`config.mk`:
```
export PLATFORM = sky130hd
export DESIGN_NAME = epoch_seconds_to_calendar
export DESIGN_NICKNAME = d
export VERILOG_FILES = /design/src/rtl/esc_pkg.sv /design/src/rtl/esc_core.sv /design/src/rtl/epoch_seconds_to_calendar.sv
export SDC_FILE = /design/constraint.sdc
export NUM_CORES = 1
export LEC_CHECK = 0
export BUFFER_PORTS_ARGS = -buffer_cell sky130_fd_sc_hd__clkbuf_2
export CORE_UTILIZATION = 40
export DETAILED_ROUTE_END_ITERATION = 6
export PLACE_DENSITY = 0.63
export SKIP_CTS_REPAIR_TIMING = 1
export SYNTH_ARGS = -nofsm -noshare
export SYNTH_HDL_FRONTEND = slang
export SYNTH_SLANG_ARGS = --single-unit
export TNS_END_PERCENT = 30
```
`constraint.sdc`:
```
create_clock -name clk -period 8.4 [get_ports clk]
set_input_delay 0.42 -clock clk [delete_from_list [all_inputs] [get_ports clk]]
set_output_delay 0.42 -clock clk [all_outputs]
set_load 0.1 [all_outputs]
```
`src/rtl/esc_pkg.sv`:
```
// ----------------------------------------------------------------------------
// esc_pkg: shared types and constants for the epoch-to-calendar converter
// Holds the sequencer states, the result record and the step constants
// that feed the shared subtractor.
// ----------------------------------------------------------------------------
package esc_pkg;

    localparam int SECONDS_W = 38;
    localparam int DAYS_W    = 22;

    localparam logic [SECONDS_W-1:0] MAX_SECONDS   = 38'd253402300799;
    localparam logic [SECONDS_W-1:0] SECS_PER_DAY  = 38'd86400;
    localparam logic [SECONDS_W-1:0] SECS_PER_HOUR = 38'd3600;
    localparam logic [SECONDS_W-1:0] SECS_PER_MIN  = 38'd60;
    localparam logic [SECONDS_W-1:0] DAYS_PER_400Y = 38'd146097;
    localparam logic [SECONDS_W-1:0] DAYS_PER_100Y = 38'd36524;
    localparam logic [SECONDS_W-1:0] DAYS_PER_4Y   = 38'd1461;
    localparam logic [SECONDS_W-1:0] DAYS_PER_1Y   = 38'd365;

    // Days from 1601-01-01 to 1970-01-01.
    localparam logic [SECONDS_W-1:0] DAYS_1601_TO_1970 = 38'd134774;
    localparam logic [13:0]          FIRST_YEAR        = 14'd1601;
    localparam logic [13:0]          YEAR_OFFSET       = 14'd1900;

    localparam logic [4:0] DAY_STEPS  = 5'd22;
    localparam logic [4:0] HOUR_STEPS = 5'd5;
    localparam logic [4:0] MIN_STEPS  = 5'd6;
    localparam logic [4:0] Y400_STEPS = 5'd5;
    localparam logic [4:0] Y100_STEPS = 5'd2;
    localparam logic [4:0] Y4_STEPS   = 5'd5;
    localparam logic [4:0] Y1_STEPS   = 5'd2;

    localparam logic [3:0] LAST_MONTH = 4'd11;
    localparam logic [3:0] FEBRUARY   = 4'd1;
    localparam logic [4:0] LAST_4Y    = 5'd24;
    localparam logic [1:0] LAST_100Y  = 2'd3;
    localparam logic [1:0] LAST_1Y    = 2'd3;

    typedef enum logic [3:0] {
        ST_IDLE,
        ST_DAYS,
        ST_HOUR,
        ST_MIN,
        ST_PREP,
        ST_Y400,
        ST_Y100,
        ST_Y4,
        ST_Y1,
        ST_MON,
        ST_DONE
    } esc_state_t;

    typedef struct packed {
        logic [5:0]  second;
        logic [5:0]  minute;
        logic [4:0]  hour;
        logic [2:0]  weekday;
        logic [12:0] years_since_1900;
        logic [8:0]  day_of_year;
        logic [3:0]  month;
        logic [4:0]  day_of_month;
    } esc_result_t;

    function automatic logic [4:0] month_days(input logic [3:0] mon, input logic leap);
        logic [4:0] len;
        case (mon)
            FEBRUARY:                len = leap ? 5'd29 : 5'd28;
            4'd3, 4'd5, 4'd8, 4'd10: len = 5'd30;
            default:                 len = 5'd31;
        endcase
        return len;
    endfunction

    function automatic logic [SECONDS_W-1:0] step_operand(
        input esc_state_t st,
        input logic [4:0] k,
        input logic [3:0] mon,
        input logic       leap
    );
        logic [SECONDS_W-1:0] op;
        unique case (st)
            ST_DAYS: op = SECS_PER_DAY << k;
            ST_HOUR: op = SECS_PER_HOUR << k;
            ST_MIN:  op = SECS_PER_MIN << k;
            ST_Y400: op = DAYS_PER_400Y << k;
            ST_Y100: op = DAYS_PER_100Y << k;
            ST_Y4:   op = DAYS_PER_4Y << k;
            ST_Y1:   op = DAYS_PER_1Y << k;
            ST_MON:  op = SECONDS_W'(month_days(mon, leap));
            default: op = '0;
        endcase
        return op;
    endfunction

    function automatic logic [13:0] year_step(input esc_state_t st, input logic [4:0] k);
        logic [13:0] yr;
        unique case (st)
            ST_Y400: yr = 14'd400 << k;
            ST_Y100: yr = 14'd100 << k;
            ST_Y4:   yr = 14'd4 << k;
            ST_Y1:   yr = 14'd1 << k;
            default: yr = '0;
        endcase
        return yr;
    endfunction

    // Since 8 is 1 modulo 7, the octal digits sum to the same residue.
    function automatic logic [2:0] mod7(input logic [23:0] v);
        logic [5:0] s1;
        logic [3:0] s2;
        logic [3:0] s3;
        s1 = '0;
        for (int i = 0; i < 8; i++)
        begin
            s1 = s1 + 6'(v[3*i +: 3]);
        end
        s2 = 4'(s1[5:3]) + 4'(s1[2:0]);
        s3 = 4'(s2[3]) + 4'(s2[2:0]);
        return (s3 == 4'd7) ? 3'd0 : s3[2:0];
    endfunction

endpackage

```
`src/rtl/esc_core.sv`:
```
// ----------------------------------------------------------------------------
// esc_core: sequencer and shared subtractor
// Splits a second count into time of day, then steps off 400, 100, 4 and
// 1 year blocks and months, all through one restoring subtract unit.
// ----------------------------------------------------------------------------
module esc_core
    import esc_pkg::*;
(
    input  logic                 clk,
    input  logic                 rst_n,
    input  logic                 start,
    input  logic [SECONDS_W-1:0] seconds,
    output logic                 idle,
    output logic                 res_valid,
    input  logic                 res_take,
    output esc_result_t          res
);

    esc_state_t           state_reg, state_next;
    logic [4:0]           k_reg, k_next;
    logic [SECONDS_W-1:0] acc_reg, acc_next;
    logic [DAYS_W-1:0]    q_reg, q_next;
    logic [DAYS_W-1:0]    days_reg, days_next;
    logic [4:0]           hour_reg, hour_next;
    logic [5:0]           minute_reg, minute_next;
    logic [5:0]           second_reg, second_next;
    logic [2:0]           wday_reg, wday_next;
    logic [13:0]          year_reg, year_next;
    logic [1:0]           n100_reg, n100_next;
    logic [4:0]           n4_reg, n4_next;
    logic                 leap_reg, leap_next;
    logic [8:0]           yday_reg, yday_next;
    logic [3:0]           mon_reg, mon_next;
    logic [4:0]           mday_reg, mday_next;

    logic [SECONDS_W-1:0] operand;
    logic [SECONDS_W:0]   diff;
    logic                 ge;
    logic [DAYS_W-1:0]    q_shift;
    logic [1:0]           n1;

    assign operand = step_operand(state_reg, k_reg, mon_reg, leap_reg);
    assign diff    = {1'b0, acc_reg} - {1'b0, operand};
    assign ge      = !diff[SECONDS_W];
    assign q_shift = {q_reg[DAYS_W-2:0], ge};
    assign n1      = q_shift[1:0];

    always_ff @(posedge clk or negedge rst_n)
    begin
        if (!rst_n)
        begin
            state_reg <= ST_IDLE;
        end
        else
        begin
            state_reg <= state_next;
        end
    end

    always_ff @(posedge clk)
    begin
        k_reg      <= k_next;
        acc_reg    <= acc_next;
        q_reg      <= q_next;
        days_reg   <= days_next;
        hour_reg   <= hour_next;
        minute_reg <= minute_next;
        second_reg <= second_next;
        wday_reg   <= wday_next;
        year_reg   <= year_next;
        n100_reg   <= n100_next;
        n4_reg     <= n4_next;
        leap_reg   <= leap_next;
        yday_reg   <= yday_next;
        mon_reg    <= mon_next;
        mday_reg   <= mday_next;
    end

    always_comb
    begin
        state_next  = state_reg;
        k_next      = k_reg;
        acc_next    = acc_reg;
        q_next      = q_reg;
        days_next   = days_reg;
        hour_next   = hour_reg;
        minute_next = minute_reg;
        second_next = second_reg;
        wday_next   = wday_reg;
        year_next   = year_reg;
        n100_next   = n100_reg;
        n4_next     = n4_reg;
        leap_next   = leap_reg;
        yday_next   = yday_reg;
        mon_next    = mon_reg;
        mday_next   = mday_reg;

        if (state_reg inside {ST_DAYS, ST_HOUR, ST_MIN, ST_Y400, ST_Y100, ST_Y4, ST_Y1})
        begin
            q_next = q_shift;
            if (ge)
            begin
                acc_next  = diff[SECONDS_W-1:0];
                year_next = year_reg + year_step(state_reg, k_reg);
            end
            k_next = k_reg - 5'd1;
        end

        unique case (state_reg)
            ST_IDLE:
            begin
                if (start)
                begin
                    acc_next   = seconds;
                    k_next     = DAY_STEPS - 5'd1;
                    state_next = ST_DAYS;
                end
            end
            ST_DAYS:
            begin
                if (k_reg == '0)
                begin
                    days_next  = q_shift;
                    k_next     = HOUR_STEPS - 5'd1;
                    state_next = ST_HOUR;
                end
            end
            ST_HOUR:
            begin
                if (k_reg == '0)
                begin
                    hour_next  = q_shift[4:0];
                    k_next     = MIN_STEPS - 5'd1;
                    state_next = ST_MIN;
                end
            end
            ST_MIN:
            begin
                if (k_reg == '0)
                begin
                    minute_next = q_shift[5:0];
                    state_next  = ST_PREP;
                end
            end
            ST_PREP:
            begin
                second_next = acc_reg[5:0];
                wday_next   = mod7(24'(days_reg) + 24'd4);
                acc_next    = SECONDS_W'(days_reg) + DAYS_1601_TO_1970;
                year_next   = FIRST_YEAR;
                k_next      = Y400_STEPS - 5'd1;
                state_next  = ST_Y400;
            end
            ST_Y400:
            begin
                if (k_reg == '0)
                begin
                    k_next     = Y100_STEPS - 5'd1;
                    state_next = ST_Y100;
                end
            end
            ST_Y100:
            begin
                if (k_reg == '0)
                begin
                    n100_next  = q_shift[1:0];
                    k_next     = Y4_STEPS - 5'd1;
                    state_next = ST_Y4;
                end
            end
            ST_Y4:
            begin
                if (k_reg == '0)
                begin
                    n4_next    = q_shift[4:0];
                    k_next     = Y1_STEPS - 5'd1;
                    state_next = ST_Y1;
                end
            end
            ST_Y1:
            begin
                if (k_reg == '0)
                begin
                    // The last year of a four-year block is leap, except at a
                    // century end that is not also a 400-year end.
                    leap_next  = (n1 == LAST_1Y) && ((n4_reg != LAST_4Y) || (n100_reg == LAST_100Y));
                    yday_next  = ge ? diff[8:0] : acc_reg[8:0];
                    mon_next   = '0;
                    state_next = ST_MON;
                end
            end
            ST_MON:
            begin
                if ((mon_reg == LAST_MONTH) || !ge)
                begin
                    mday_next  = acc_reg[4:0] + 5'd1;
                    state_next = ST_DONE;
                end
                else
                begin
                    acc_next = diff[SECONDS_W-1:0];
                    mon_next = mon_reg + 4'd1;
                end
            end
            ST_DONE:
            begin
                if (res_take)
                begin
                    state_next = ST_IDLE;
                end
            end
            default:
            begin
                state_next = ST_IDLE;
            end
        endcase
    end

    assign idle      = (state_reg == ST_IDLE);
    assign res_valid = (state_reg == ST_DONE);

    assign res.second           = second_reg;
    assign res.minute           = minute_reg;
    assign res.hour             = hour_reg;
    assign res.weekday          = wday_reg;
    assign res.years_since_1900 = 13'(year_reg - YEAR_OFFSET);
    assign res.day_of_year      = yday_reg;
    assign res.month            = mon_reg;
    assign res.day_of_month     = mday_reg;

    a_start_begins: assert property (@(posedge clk) disable iff (!rst_n)
        (start && idle) |=> (state_reg == ST_DAYS))
        else $error("start did not begin the day division");

    a_time_range: assert property (@(posedge clk) disable iff (!rst_n)
        res_valid |-> (hour_reg <= 5'd23 && minute_reg <= 6'd59 && second_reg <= 6'd59))
        else $error("time of day out of range");

    a_date_range: assert property (@(posedge clk) disable iff (!rst_n)
        res_valid |-> (mon_reg <= LAST_MONTH && mday_reg != 5'd0 && wday_reg <= 3'd6))
        else $error("date fields out of range");

    a_yday_leap: assert property (@(posedge clk) disable iff (!rst_n)
        (res_valid && !leap_reg) |-> (yday_reg <= 9'd364))
        else $error("day 366 in a common year");

endmodule

```
`src/rtl/epoch_seconds_to_calendar.sv`:
```
// ----------------------------------------------------------------------------
// epoch_seconds_to_calendar: Unix seconds to broken-down UTC date and time
// Top level with the request handshakes and the result register.
// ----------------------------------------------------------------------------
// A request on the input channel (in_valid, in_ready, epoch_seconds) carries
// a count of seconds since 1970-01-01 00:00:00 UTC. Counts above
// 9999-12-31 23:59:59 are clamped to that instant. Each request gives one
// result on the output channel (out_valid, out_ready and the eight fields).
// in_ready is high only while the sequencer is idle; one request is worked
// on at a time. The work runs through one shared subtractor: 22 steps for
// the day count, 11 for hour and minute, 14 for the year blocks and up to
// 12 for the month; the finished result then moves to the output register.
// The result sits in an output register; the next request is accepted while
// it waits. If the receiver still stalls when the next result is done, the
// sequencer holds it and takes no new request until the register frees up.
// Reset returns the sequencer to idle and drops out_valid.
// ----------------------------------------------------------------------------
module epoch_seconds_to_calendar
    import esc_pkg::*;
(
    input  logic        clk,
    input  logic        rst_n,
    input  logic        in_valid,
    output logic        in_ready,
    input  logic [37:0] epoch_seconds,
    output logic        out_valid,
    input  logic        out_ready,
    output logic [5:0]  second,
    output logic [5:0]  minute,
    output logic [4:0]  hour,
    output logic [2:0]  weekday,
    output logic [12:0] years_since_1900,
    output logic [8:0]  day_of_year,
    output logic [3:0]  month,
    output logic [4:0]  day_of_month
);

    logic                 core_idle;
    logic                 core_valid;
    logic                 core_take;
    esc_result_t          core_res;
    logic [SECONDS_W-1:0] seconds_sat;
    logic                 out_valid_reg, out_valid_next;
    esc_result_t          out_res_reg;

    assign seconds_sat = (epoch_seconds > MAX_SECONDS) ? MAX_SECONDS : epoch_seconds;
    assign in_ready    = core_idle;
    assign core_take   = core_valid && (!out_valid_reg || out_ready);

    esc_core u_core (
        .clk       (clk),
        .rst_n     (rst_n),
        .start     (in_valid),
        .seconds   (seconds_sat),
        .idle      (core_idle),
        .res_valid (core_valid),
        .res_take  (core_take),
        .res       (core_res)
    );

    always_comb
    begin
        out_valid_next = out_valid_reg;
        if (core_take)
        begin
            out_valid_next = 1'b1;
        end
        else if (out_ready)
        begin
            out_valid_next = 1'b0;
        end
    end

    always_ff @(posedge clk or negedge rst_n)
    begin
        if (!rst_n)
        begin
            out_valid_reg <= 1'b0;
        end
        else
        begin
            out_valid_reg <= out_valid_next;
        end
    end

    always_ff @(posedge clk)
    begin
        if (core_take)
        begin
            out_res_reg <= core_res;
        end
    end

    assign out_valid        = out_valid_reg;
    assign second           = out_res_reg.second;
    assign minute           = out_res_reg.minute;
    assign hour             = out_res_reg.hour;
    assign weekday          = out_res_reg.weekday;
    assign years_since_1900 = out_res_reg.years_since_1900;
    assign day_of_year      = out_res_reg.day_of_year;
    assign month            = out_res_reg.month;
    assign day_of_month     = out_res_reg.day_of_month;

    a_busy_after_request: assert property (@(posedge clk) disable iff (!rst_n)
        (in_valid && in_ready) |=> !in_ready)
        else $error("request accepted while the sequencer stayed idle");

    a_result_held: assert property (@(posedge clk) disable iff (!rst_n)
        (out_valid && !out_ready) |=> (out_valid && $stable(out_res_reg)))
        else $error("stalled result changed or dropped");

    a_no_overwrite: assert property (@(posedge clk) disable iff (!rst_n)
        (core_valid && out_valid_reg && !out_ready) |-> !core_take)
        else $error("finished result would overwrite a waiting one");

endmodule
```
# Word-level counts from Yosys, hierarchy flattened
# Cells that the tools add are included.
# W data, S select, Z words.
word_totals:
  regBits: 202
  input_bits: 42
  out_inout_bits: 53
  wordCells: 146
op_classes:
  add_sub_neg: 17
  order_cmp: 1
  eq_ne: 31
  shifts: 11
  mux: 35
  bitwise_logic: 1
  reduce_logical: 25
op_table:
  columns: ["cell", "n"]
  rows:
  - ["$pmux W38 S8", 1]
  - ["$mux W38", 5]
  - ["$pmux W38 S3", 1]
  - ["$pmux W14 S4", 1]
  - ["$mux W4", 12]
  - ["$pmux W4 S11", 1]
  - ["$sub A38 B38 Y39", 1]
  - ["$gt A38 B38 Y1 const B", 1]
  - ["$shl A11 B5 Y38 const A", 1]
  - ["$shl A12 B5 Y38 const A", 1]
  - ["$shl A16 B5 Y38 const A", 1]
  - ["$shl A17 B5 Y38 const A", 1]
  - ["$shl A18 B5 Y38 const A", 1]
  - ["$shl A6 B5 Y38 const A", 1]
  - ["$shl A9 B5 Y38 const A", 1]
  - ["$add A6 B3 Y6", 6]
  - ["$mux W14", 2]
  - ["$mux W5", 5]
  - ["$pmux W5 S5", 1]
  - ["$eq A4 B3 Y1 const B", 6]
  - ["$eq A4 B4 Y1 const B", 6]
  - ["$add A22 B18 Y23 const B", 1]
  - ["$add A22 B3 Y23 const B", 1]
  - ["$ne A2 B2 Y1 const B", 9]
  - ["33 further kinds", 54]

# Longest topological paths before layout
# Gate-level depths: netlist (run 1).
depth:
  word_depth: 11
  mapped_depth: 25
  ltp_nobuf: 23

# Modules after synthesis
# From an unflattened synthesis (run 1), not the netlist that was laid out.
hier_totals:
  hier_cells: 1523
  area_unflattened_um2: 14136.1
by_module_without_submodules:
  columns: ["module", "instances", "cells_per_inst", "area_each_um2", "seq_area_each_um2"]
  rows:
  - ["esc_core", 1, 1400, 12189.2, 3893.7]
  - ["epoch_seconds_to_calendar", 1, 123, 1946.9, 1556.5]

# Worst setup path before layout (run 1)
# No wires, ideal clock.
synth_path:
  kind: "flip-flop to flip-flop"
  from: "register u_core.days_reg[4]"
  to: "register u_core.wday_reg[0], data pin"
  setup_ns: 0.265
  t_arrival_ns: 5.788
  required_ns: 8.135
  path_slack_ns: 2.347
  stages_incl_launch_ff: 25
  path_buffers: 2
  synth_period_minus_slack_ns: 6.053
  path_cell_list: "edfxtp_1 > clkbuf_1 > nand2_1 > or3_1 > clkbuf_1 > or2_2 > nor2_1 > nand3_1 > xnor2_1 > fa_1 > inv_1 > fa_1 > inv_1 > fa_1 > ha_1 > fa_1 > a21o_1 > a21o_1 > ha_1 > a21o_1 > ha_1 > ha_1 > or2_2 > o21ai_0 > a21boi_0"
synth_via:
  elab_chain_len: 11
synth_lines:
  columns: ["element", "line_no", "source"]
  rows:
  - ["start, declared", "esc_core.sv:23", "logic [DAYS_W-1:0] days_reg, days_next;"]
  - ["start signal, assigned", "esc_core.sv:65", "days_reg <= days_next;"]
  - ["$add A22 B3 Y23 *", "esc_core.sv:148", "wday_next = mod7(24'(days_reg) + 24'd4);"]
  - ["$add A3 B3 Y4", "esc_pkg.sv:115", "s1 = s1 + 6'(v[3*i +: 3]);"]
  - ["$add A6 B3 Y6 (5 in series)", "esc_pkg.sv:115", null]
  - ["$add A6 B3 Y6 *", "esc_pkg.sv:115", null]
  - ["$add A3 B3 Y4 *", "esc_pkg.sv:117", "s2 = 4'(s1[5:3]) + 4'(s1[2:0]);"]
  - ["$add A1 B3 Y4 *", "esc_pkg.sv:118", "s3 = 4'(s2[3]) + 4'(s2[2:0]);"]
  - ["$eq A4 B3 Y1", "esc_pkg.sv:119", "return (s3 == 4'd7) ? 3'd0 : s3[2:0];"]
  - ["end signal, assigned", "esc_core.sv:69", "wday_reg <= wday_next;"]
  - ["end, declared", "esc_core.sv:27", "logic [2:0] wday_reg, wday_next;"]
# Mark *: on every way between the ends. The rest lies on a longest branch, timed or not.
# A chain may end at the register's enable or synchronous reset.

# Worst setup path in the final report (run 1)
layout_path:
  from: "register u_core.state_reg[0]"
  to: "register u_core.acc_reg[16]"
layout_via:
  elab_chain_len: 7
  elab_cells_between_ends: 19
  cone_classes: "add/sub (1); eq/ne (9); mux (6); reduce/logical (3)"
layout_lines:
  columns: ["element", "line_no", "source"]
  rows:
  - ["start, declared", "esc_core.sv:19", "esc_state_t state_reg, state_next;"]
  - ["start signal, assigned", "esc_core.sv:56", "state_reg <= state_next;"]
  - ["$eq A4 B4 Y1 (tied with other cells)", "esc_pkg.sv:81, esc_core.sv:109", null]
  - ["$pmux W38 S8", "esc_pkg.sv:81", "unique case (st)"]
  - ["$sub A38 B38 Y39", "esc_core.sv:43", "assign diff = {1'b0, acc_reg} - {1'b0, operand};"]
  - ["$mux W38", "esc_core.sv:101", "if (ge)"]
  - ["$mux W38", "esc_core.sv:98", "if (state_reg inside {ST_DAYS, ST_HOUR, ST_MIN, ST_Y400, ST_Y100, ST_Y4, ST_Y1})"]
  - ["$mux W38, on equally long branches", "esc_core.sv:194, esc_core.sv:112", null]
  - ["$pmux W38 S3 *", "esc_core.sv:109", "unique case (state_reg)"]
  - ["net u_core.acc_next[16]", "esc_core.sv:21", "logic [SECONDS_W-1:0] acc_reg, acc_next;"]
  - ["end signal, assigned", "esc_core.sv:63", "acc_reg <= acc_next;"]
  - ["end, declared", "esc_core.sv:21", null]
# Mark *: on every way through the listed nets, which the timed path passes. The rest lies on a longest branch.

==> results of run 1 <==
[worst max-delay path by stage]
stage	startpoint	end	slack [ns]	cells after the start
floorplan	u_core.days_reg[4]$_DFFE_PP_	u_core.wday_reg[0]$_SDFFCE_PN0P_	2.35	24
global placement	u_core.state_reg[0]$_DFFE_PN0P_	u_core.acc_reg[16]$_DFF_P_	2.02	21
detailed placement	u_core.days_reg[7]$_DFFE_PP_	u_core.wday_reg[1]$_SDFFCE_PN0P_	2.00	23
CTS	u_core.days_reg[7]$_DFFE_PP_	u_core.wday_reg[1]$_SDFFCE_PN0P_	1.95	23
global route	u_core.state_reg[0]$_DFFE_PN0P_	u_core.acc_reg[16]$_DFF_P_	1.61	21
finish	u_core.state_reg[0]$_DFFE_PN0P_	u_core.acc_reg[16]$_DFF_P_	1.85	21
[critical path, cell delays in order (launching register included)]
cell and delay, ns:
dfrtp_1 0.60, buf_4 0.33, nor2_1 0.12, buf_4 0.23, nand2_1 0.25, a21boi_1 0.21, buf_4 0.21, nor2_1 0.40
nand2_1 0.29, o32ai_1 0.24, ha_1 0.24, inv_1 0.05, fa_1 0.40, a21o_1 0.20, a221oi_2 0.46, o2111ai_1 0.31
a21o_1 0.30, nand3_2 0.17, a31oi_2 0.18, a21oi_1 0.88, a222oi_1 0.26, nand2_1 0.12
[metal layers]
layer | GRT usage (%) | vias up
li1 | - | 5860
met1 | 33.4 | 5837
met2 | 38.2 | 569
met3 | 2.95 | 91
met4 | 8.10 | 0
met5 | 0 | -
[kinds of logic after synthesis]
family,count (synthesis)
AO/OA/AOI/OAI,495
AND/OR/NAND/NOR,483
XOR/XNOR,101
multiplexers,36
flip-flops,201
adder cells (fa/ha/maj),90
buffers and inverters,147
[cells in the mapped netlist, drive strengths merged (9+ instances only)]
library cell  count  area (um^2)
nand2b           17          106
dfxtp            56         1120
a22oi            13         97.6
nor2b            13         81.3
clkbuf           60          225
a31oi            16          106
nand3            46          235
nor2            132          498
o21ai           117          589
nand4             9         56.3
o31ai            11         82.6
or3              15         93.8
xnor2            68          596
ha               72          901
a221oi            9         85.1
a21oi           136          688
o22ai            21          131
o211ai           22          165
o21bai           11         82.6
and2             11         71.3
nor3             23          115
mux2             13          146
and3             17          106
inv              57          214
a21o             34          255
or2              13         81.3
xor2             33          289
edfxtp          140         4200
nand2           165          619
mux2i            23          230
buf              23          104
a211oi           16          120
fa               18          360
[stage by stage]
step	setup slack (ns)	cell area [um^2]	hold WS, ns
6_report	1.85	15700	0.164
5_1_grt	1.61	15700	0.179
2_1_floorplan	2.35	14000	0.124
3_3_place_gp	2.02	14900	0.250
3_5_place_dp	2.00	14900	0.254
4_1_cts	1.95	15700	-0.294
[layout make-up]
type | count | share of cell area [%]
Multi-Input combinational cell | 1205 | 51.0
Sequential cell | 201 | 34.8
Timing Repair Buffer | 121 | 4.31
Clock buffer | 27 | 3.77
Tap cell | 455 | 3.63
Inverter | 64 | 1.53
Clock inverter | 14 | 1.01
==> results.json, run 1 <==
{
  "grt_max_degree": 47,
  "met3WireLength_um": 3170,
  "port_buffers": 94,
  "regToRegStartpoint": "u_core.state_reg[0]$_DFFE_PN0P_",
  "ff2ff_path_depth": 21,
  "hold_class": "input pin to register",
  "cts_tree": "yes",
  "path_class": "register to register",
  "fin_crit_ns": 6.55,
  "finalNonFillerCells": 2087,
  "synth_seq_cells": 201,
  "fin_setup_tns_ns": 0,
  "top_layer": "met4",
  "layout_common_cells": "165 x nand2_1, 140 x edfxtp_1, 134 x a21oi_1",
  "clock_latency_ns": 0.51,
  "vias": 12400,
  "netlist_area_um2": 14000,
  "clk_pin_slew_ns": 0.06,
  "synthesis.instances": 1553,
  "status": "complete, no violations",
  "core-area_um2": 34500,
  "worst_pin_slew_ns": 1.15,
  "drt_pass1_iterations": 6,
  "r2r_end": "u_core.acc_reg[16]$_DFF_P_",
  "max_cap_viol_count": 0,
  "place_inst": 2045,
  "skew_ns": 0.0144,
  "final_util_pct": 45.5,
  "worstPathRequired_ns": 8.85,
  "synth_flop_cell": "edfxtp_1",
  "synth_edf_count": 140,
  "ys_seq_area_share_pct": 38.9,
  "die_x_um": 189,
  "yosys.area_share.xor_xnor_pct": 6.32,
  "synth_compound_area_share_pct": 23.0,
  "drive_gt1_share_pct": 12.3,
  "remaining_drc_errors": 0,
  "synth_cell_type_count": 84,
  "rows": 68,
  "ys_async_sr_fraction_pct": 2.49,
  "io_pins": 95,
  "area_delta_synth_final_pct": 12.0,
  "n_fill_cell": 3343,
  "synth_mux_area_share_pct": 2.69,
  "cp-start-kind": "register",
  "final_common_cell": "nand2_1",
  "max-clock-path-buffers": 3,
  "synthSimpleGateAreaFrac_pct": 16.0,
  "hold_viol": 0,
  "endpoint_kind": "register",
  "n_antenna_cell": 0,
  "grt_usage_pct": 23.9,
  "multi_input_area_um2": 7990,
  "die_area_um2": 35700,
  "ctsRootBufferMaster": "clkbuf_16",
  "drt-vias-per-instance": 5.92,
  "synth_fa_ha_area_share_pct": 9.01,
  "cts_buffers": 23,
  "hold_start": "epoch_seconds[16]",
  "grt_overflow": 0,
  "wl_met1_um": 18600,
  "cts_max_level": 1,
  "initial_utilization_pct": 40.6,
  "ant_nets": 0,
  "antenna_found_initial": 0,
  "largest_register_ff_count": 38,
  "cts.sinks": 201,
  "clock.fmax_ghz": 0.153,
  "ys_warn_count": 0,
  "rsz0062_at_grt": "false",
  "dp_hpwl_um": 32700,
  "min_period_over_period_pct": 78.0,
  "drt_iter0_drc": 1186,
  "synth_top_family_by_area": "compound AO/OA/AOI/OAI gates",
  "dr_wl_met2_um": 19500,
  "post_drt_wl_per_cell_um": 20.5,
  "path_max_fanout": 24,
  "syn-num-nets": 1685,
  "min_path_cells": 3,
  "fin_nets": 1748,
  "maxSlewViolCount": 0,
  "setup_violations": 0,
  "grt_pass1_wl_um": 67300,
  "slew_headroom_pct": 23.3,
  "seq_area_um2": 5450,
  "wl_um": 42800,
  "grt_pass1_vias": 11600,
  "reg2reg_slack_ns": 1.85,
  "synth.avg_cell_area_um2": 9.01,
  "whs_endpoint": "u_core.acc_reg[16]$_DFF_P_",
  "die_y_um": 189,
  "place_congestion": 0.981,
  "crit_arrival_ns": 7.00
}
Power of run 1 is not shown: default switching activity piles up to over one toggle a cycle in this logic, so the estimate is an artifact.
==> inputs of run 2 (changes only) <==
--- a/config.mk
+++ b/config.mk
@@ -8,7 +8,7 @@
 export BUFFER_PORTS_ARGS = -buffer_cell sky130_fd_sc_hd__clkbuf_2
 export CORE_UTILIZATION = 40
 export DETAILED_ROUTE_END_ITERATION = 6
-export PLACE_DENSITY = 0.63
+export PLACE_DENSITY = 0.65
 export SKIP_CTS_REPAIR_TIMING = 1
 export SYNTH_ARGS = -nofsm -noshare
 export SYNTH_HDL_FRONTEND = slang
==> constraint.sdc (replaced) <==
create_clock -name clk -period 5.75 [get_ports clk]
set_input_delay 0.2875 -clock clk [delete_from_list [all_inputs] [get_ports clk]]
set_output_delay 0.2875 -clock clk [all_outputs]
set_load 0.1 [all_outputs]
==> run 2 against run 1 <==
Clock skew increased by 0.0030 ns. Worst setup slack got worse by 1.8 ns. First-iteration DRC count is 12% higher. Global-route usage shrank 0.40 points. Critical endpoint is now u_core.wday_reg[1]$_SDFFCE_PN0P_. Highest routed layer is now met5.
==> results.json, run 2 (synthesis results as in run 1) <==
{
  "max_cap_viol_count": 0,
  "worstPathRequired_ns": 6.01,
  "rows": 68,
  "layout_common_cells": "164 x nand2_1, 140 x edfxtp_1, 133 x a21oi_1",
  "path_max_fanout": 3,
  "final_area_um2": 16500,
  "multi_input_area_um2": 8170,
  "min_period_over_period_pct": 99.1,
  "cts_max_level": 1,
  "grt_pass1_wl_um": 66100,
  "crit_arrival_ns": 5.96,
  "slowest_stage": "fa_1",
  "die_x_um": 189,
  "drt_pass1_iterations": 6,
  "remaining_drc_errors": 0,
  "core-area_um2": 34500,
  "clock.fmax_ghz": 0.176,
  "cts_tree": "yes",
  "area_delta_synth_final_pct": 18.1,
  "seq_area_um2": 5450,
  "rsz0062_at_grt": "true",
  "grt_max_degree": 42,
  "grt_pass1_vias": 11800,
  "place_congestion": 0.983,
  "drt-vias-per-instance": 5.83,
  "grt_usage_pct": 23.5,
  "hold_class": "input pin to register",
  "wl_um": 42800,
  "n_antenna_cell": 0,
  "path_cells": "buf_6 -> buf_6 -> nand2_4 -> or3_4 -> or2_4 -> nor2_4 -> nand3_2 -> xnor2_2 -> fa_1 -> inv_2 -> fa_1 -> inv_2 -> fa_1 -> ha_4 -> fa_2 -> xor2_2 -> ha_2 -> inv_2 -> fa_1 -> inv_2 -> ha_4 -> or2_4 -> o21ai_2 -> a21boi_1",
  "critical-path-max-stage-delay_ns": 0.55,
  "cts_buffers": 23,
  "ctsRootBufferMaster": "clkbuf_16",
  "clock_latency_ns": 0.52,
  "setup_violations": 0,
  "path_class": "register to register",
  "dp_hpwl_um": 33400,
  "io_pins": 95,
  "n_fill_cell": 3276,
  "endpoint_kind": "register",
  "drive_gt1_share_pct": 18.2,
  "clk_pin_slew_ns": 0.06,
  "cp-start-kind": "register",
  "maxSlewViolCount": 0,
  "die_y_um": 189,
  "ant_nets": 0,
  "largest_register_ff_count": 38,
  "grt_overflow": 0,
  "status": "complete, no violations",
  "fin_crit_ns": 5.70,
  "slew_headroom_pct": 20.0,
  "reg2reg_slack_ns": 0.05,
  "fin_nets": 1828,
  "die_area_um2": 35700,
  "hold_viol": 0,
  "final_common_cell": "nand2_1",
  "post_drt_wl_per_cell_um": 19.7,
  "worst_pin_slew_ns": 1.19,
  "vias": 12600,
  "skew_ns": 0.0174,
  "antenna_found_initial": 1,
  "cts.sinks": 201,
  "max-clock-path-buffers": 3,
  "post_dp_cell_area_um2": 15500,
  "port_buffers": 94,
  "final_util_pct": 48.0,
  "initial_utilization_pct": 40.6,
  "drt_iter0_drc": 1327
}
[run 2: final timing paths]
kind,end,startpoint,depth (start not counted)
setup / recovery,u_core.wday_reg[1]$_SDFFCE_PN0P_,u_core.days_reg[3]$_DFFE_PP_,24
hold / removal,u_core.acc_reg[16]$_DFF_P_,epoch_seconds[16],3
setup reg to reg,u_core.wday_reg[1]$_SDFFCE_PN0P_,u_core.days_reg[3]$_DFFE_PP_,24
hold reg to reg,second[4]$_DFFE_PP_,u_core.second_reg[4]$_DFFE_PP_,0
max in group asynchronous,u_core.state_reg[2]$_DFFE_PN0P_,rst_n,2
min in group asynchronous,out_valid$_DFFE_PN0P_,rst_n,2
[run 2: metal layers]
metal  up-vias  GRT usage (%)  wire (um)
met5         -              0         13
met4         2           8.22       1550
met3        96           4.67       3350
met2       514           37.0      19200
met1      6000           32.0      18700
li1       6016              -          -
[run 2: layout make-up]
| class | count | share of cell area [%] |
|---|---|---|
| Clock buffer | 29 | 3.68 |
| Clock inverter | 12 | 0.916 |
| Inverter | 64 | 1.48 |
| Multi-Input combinational cell | 1205 | 49.4 |
| Sequential cell | 201 | 33.0 |
| Tap cell | 455 | 3.44 |
| Timing Repair Buffer | 201 | 8.09 |
[run 2: worst max-delay path: cells and delay by family, from the launching register on]
family,cells,cell delay [ns]
simple gates,6,1.11
buf+inv,6,0.39
compound gates,2,0.22
xor+xnor,2,0.31
flops,1,0.37
fa+ha+maj,8,3.03
[run 2: per-stage QoR]
step / std cells / hold slack [ns] / setup slack (ns) / TNS, ns
after global routing: 2167 / 0.0426 / -0.127 / -0.368
after CTS: 2161 / -0.418 / -0.216 / -0.592
after detailed placement: 2120 / 0.127 / -0.189 / -0.510
after floorplan: 1553 / -0.00809 / 0.00892 / 0
final: 2167 / 0.0417 / 0.0521 / 0
after global placement: 2120 / 0.123 / -0.0900 / -0.179
Power of run 2 is left out for the same reason.
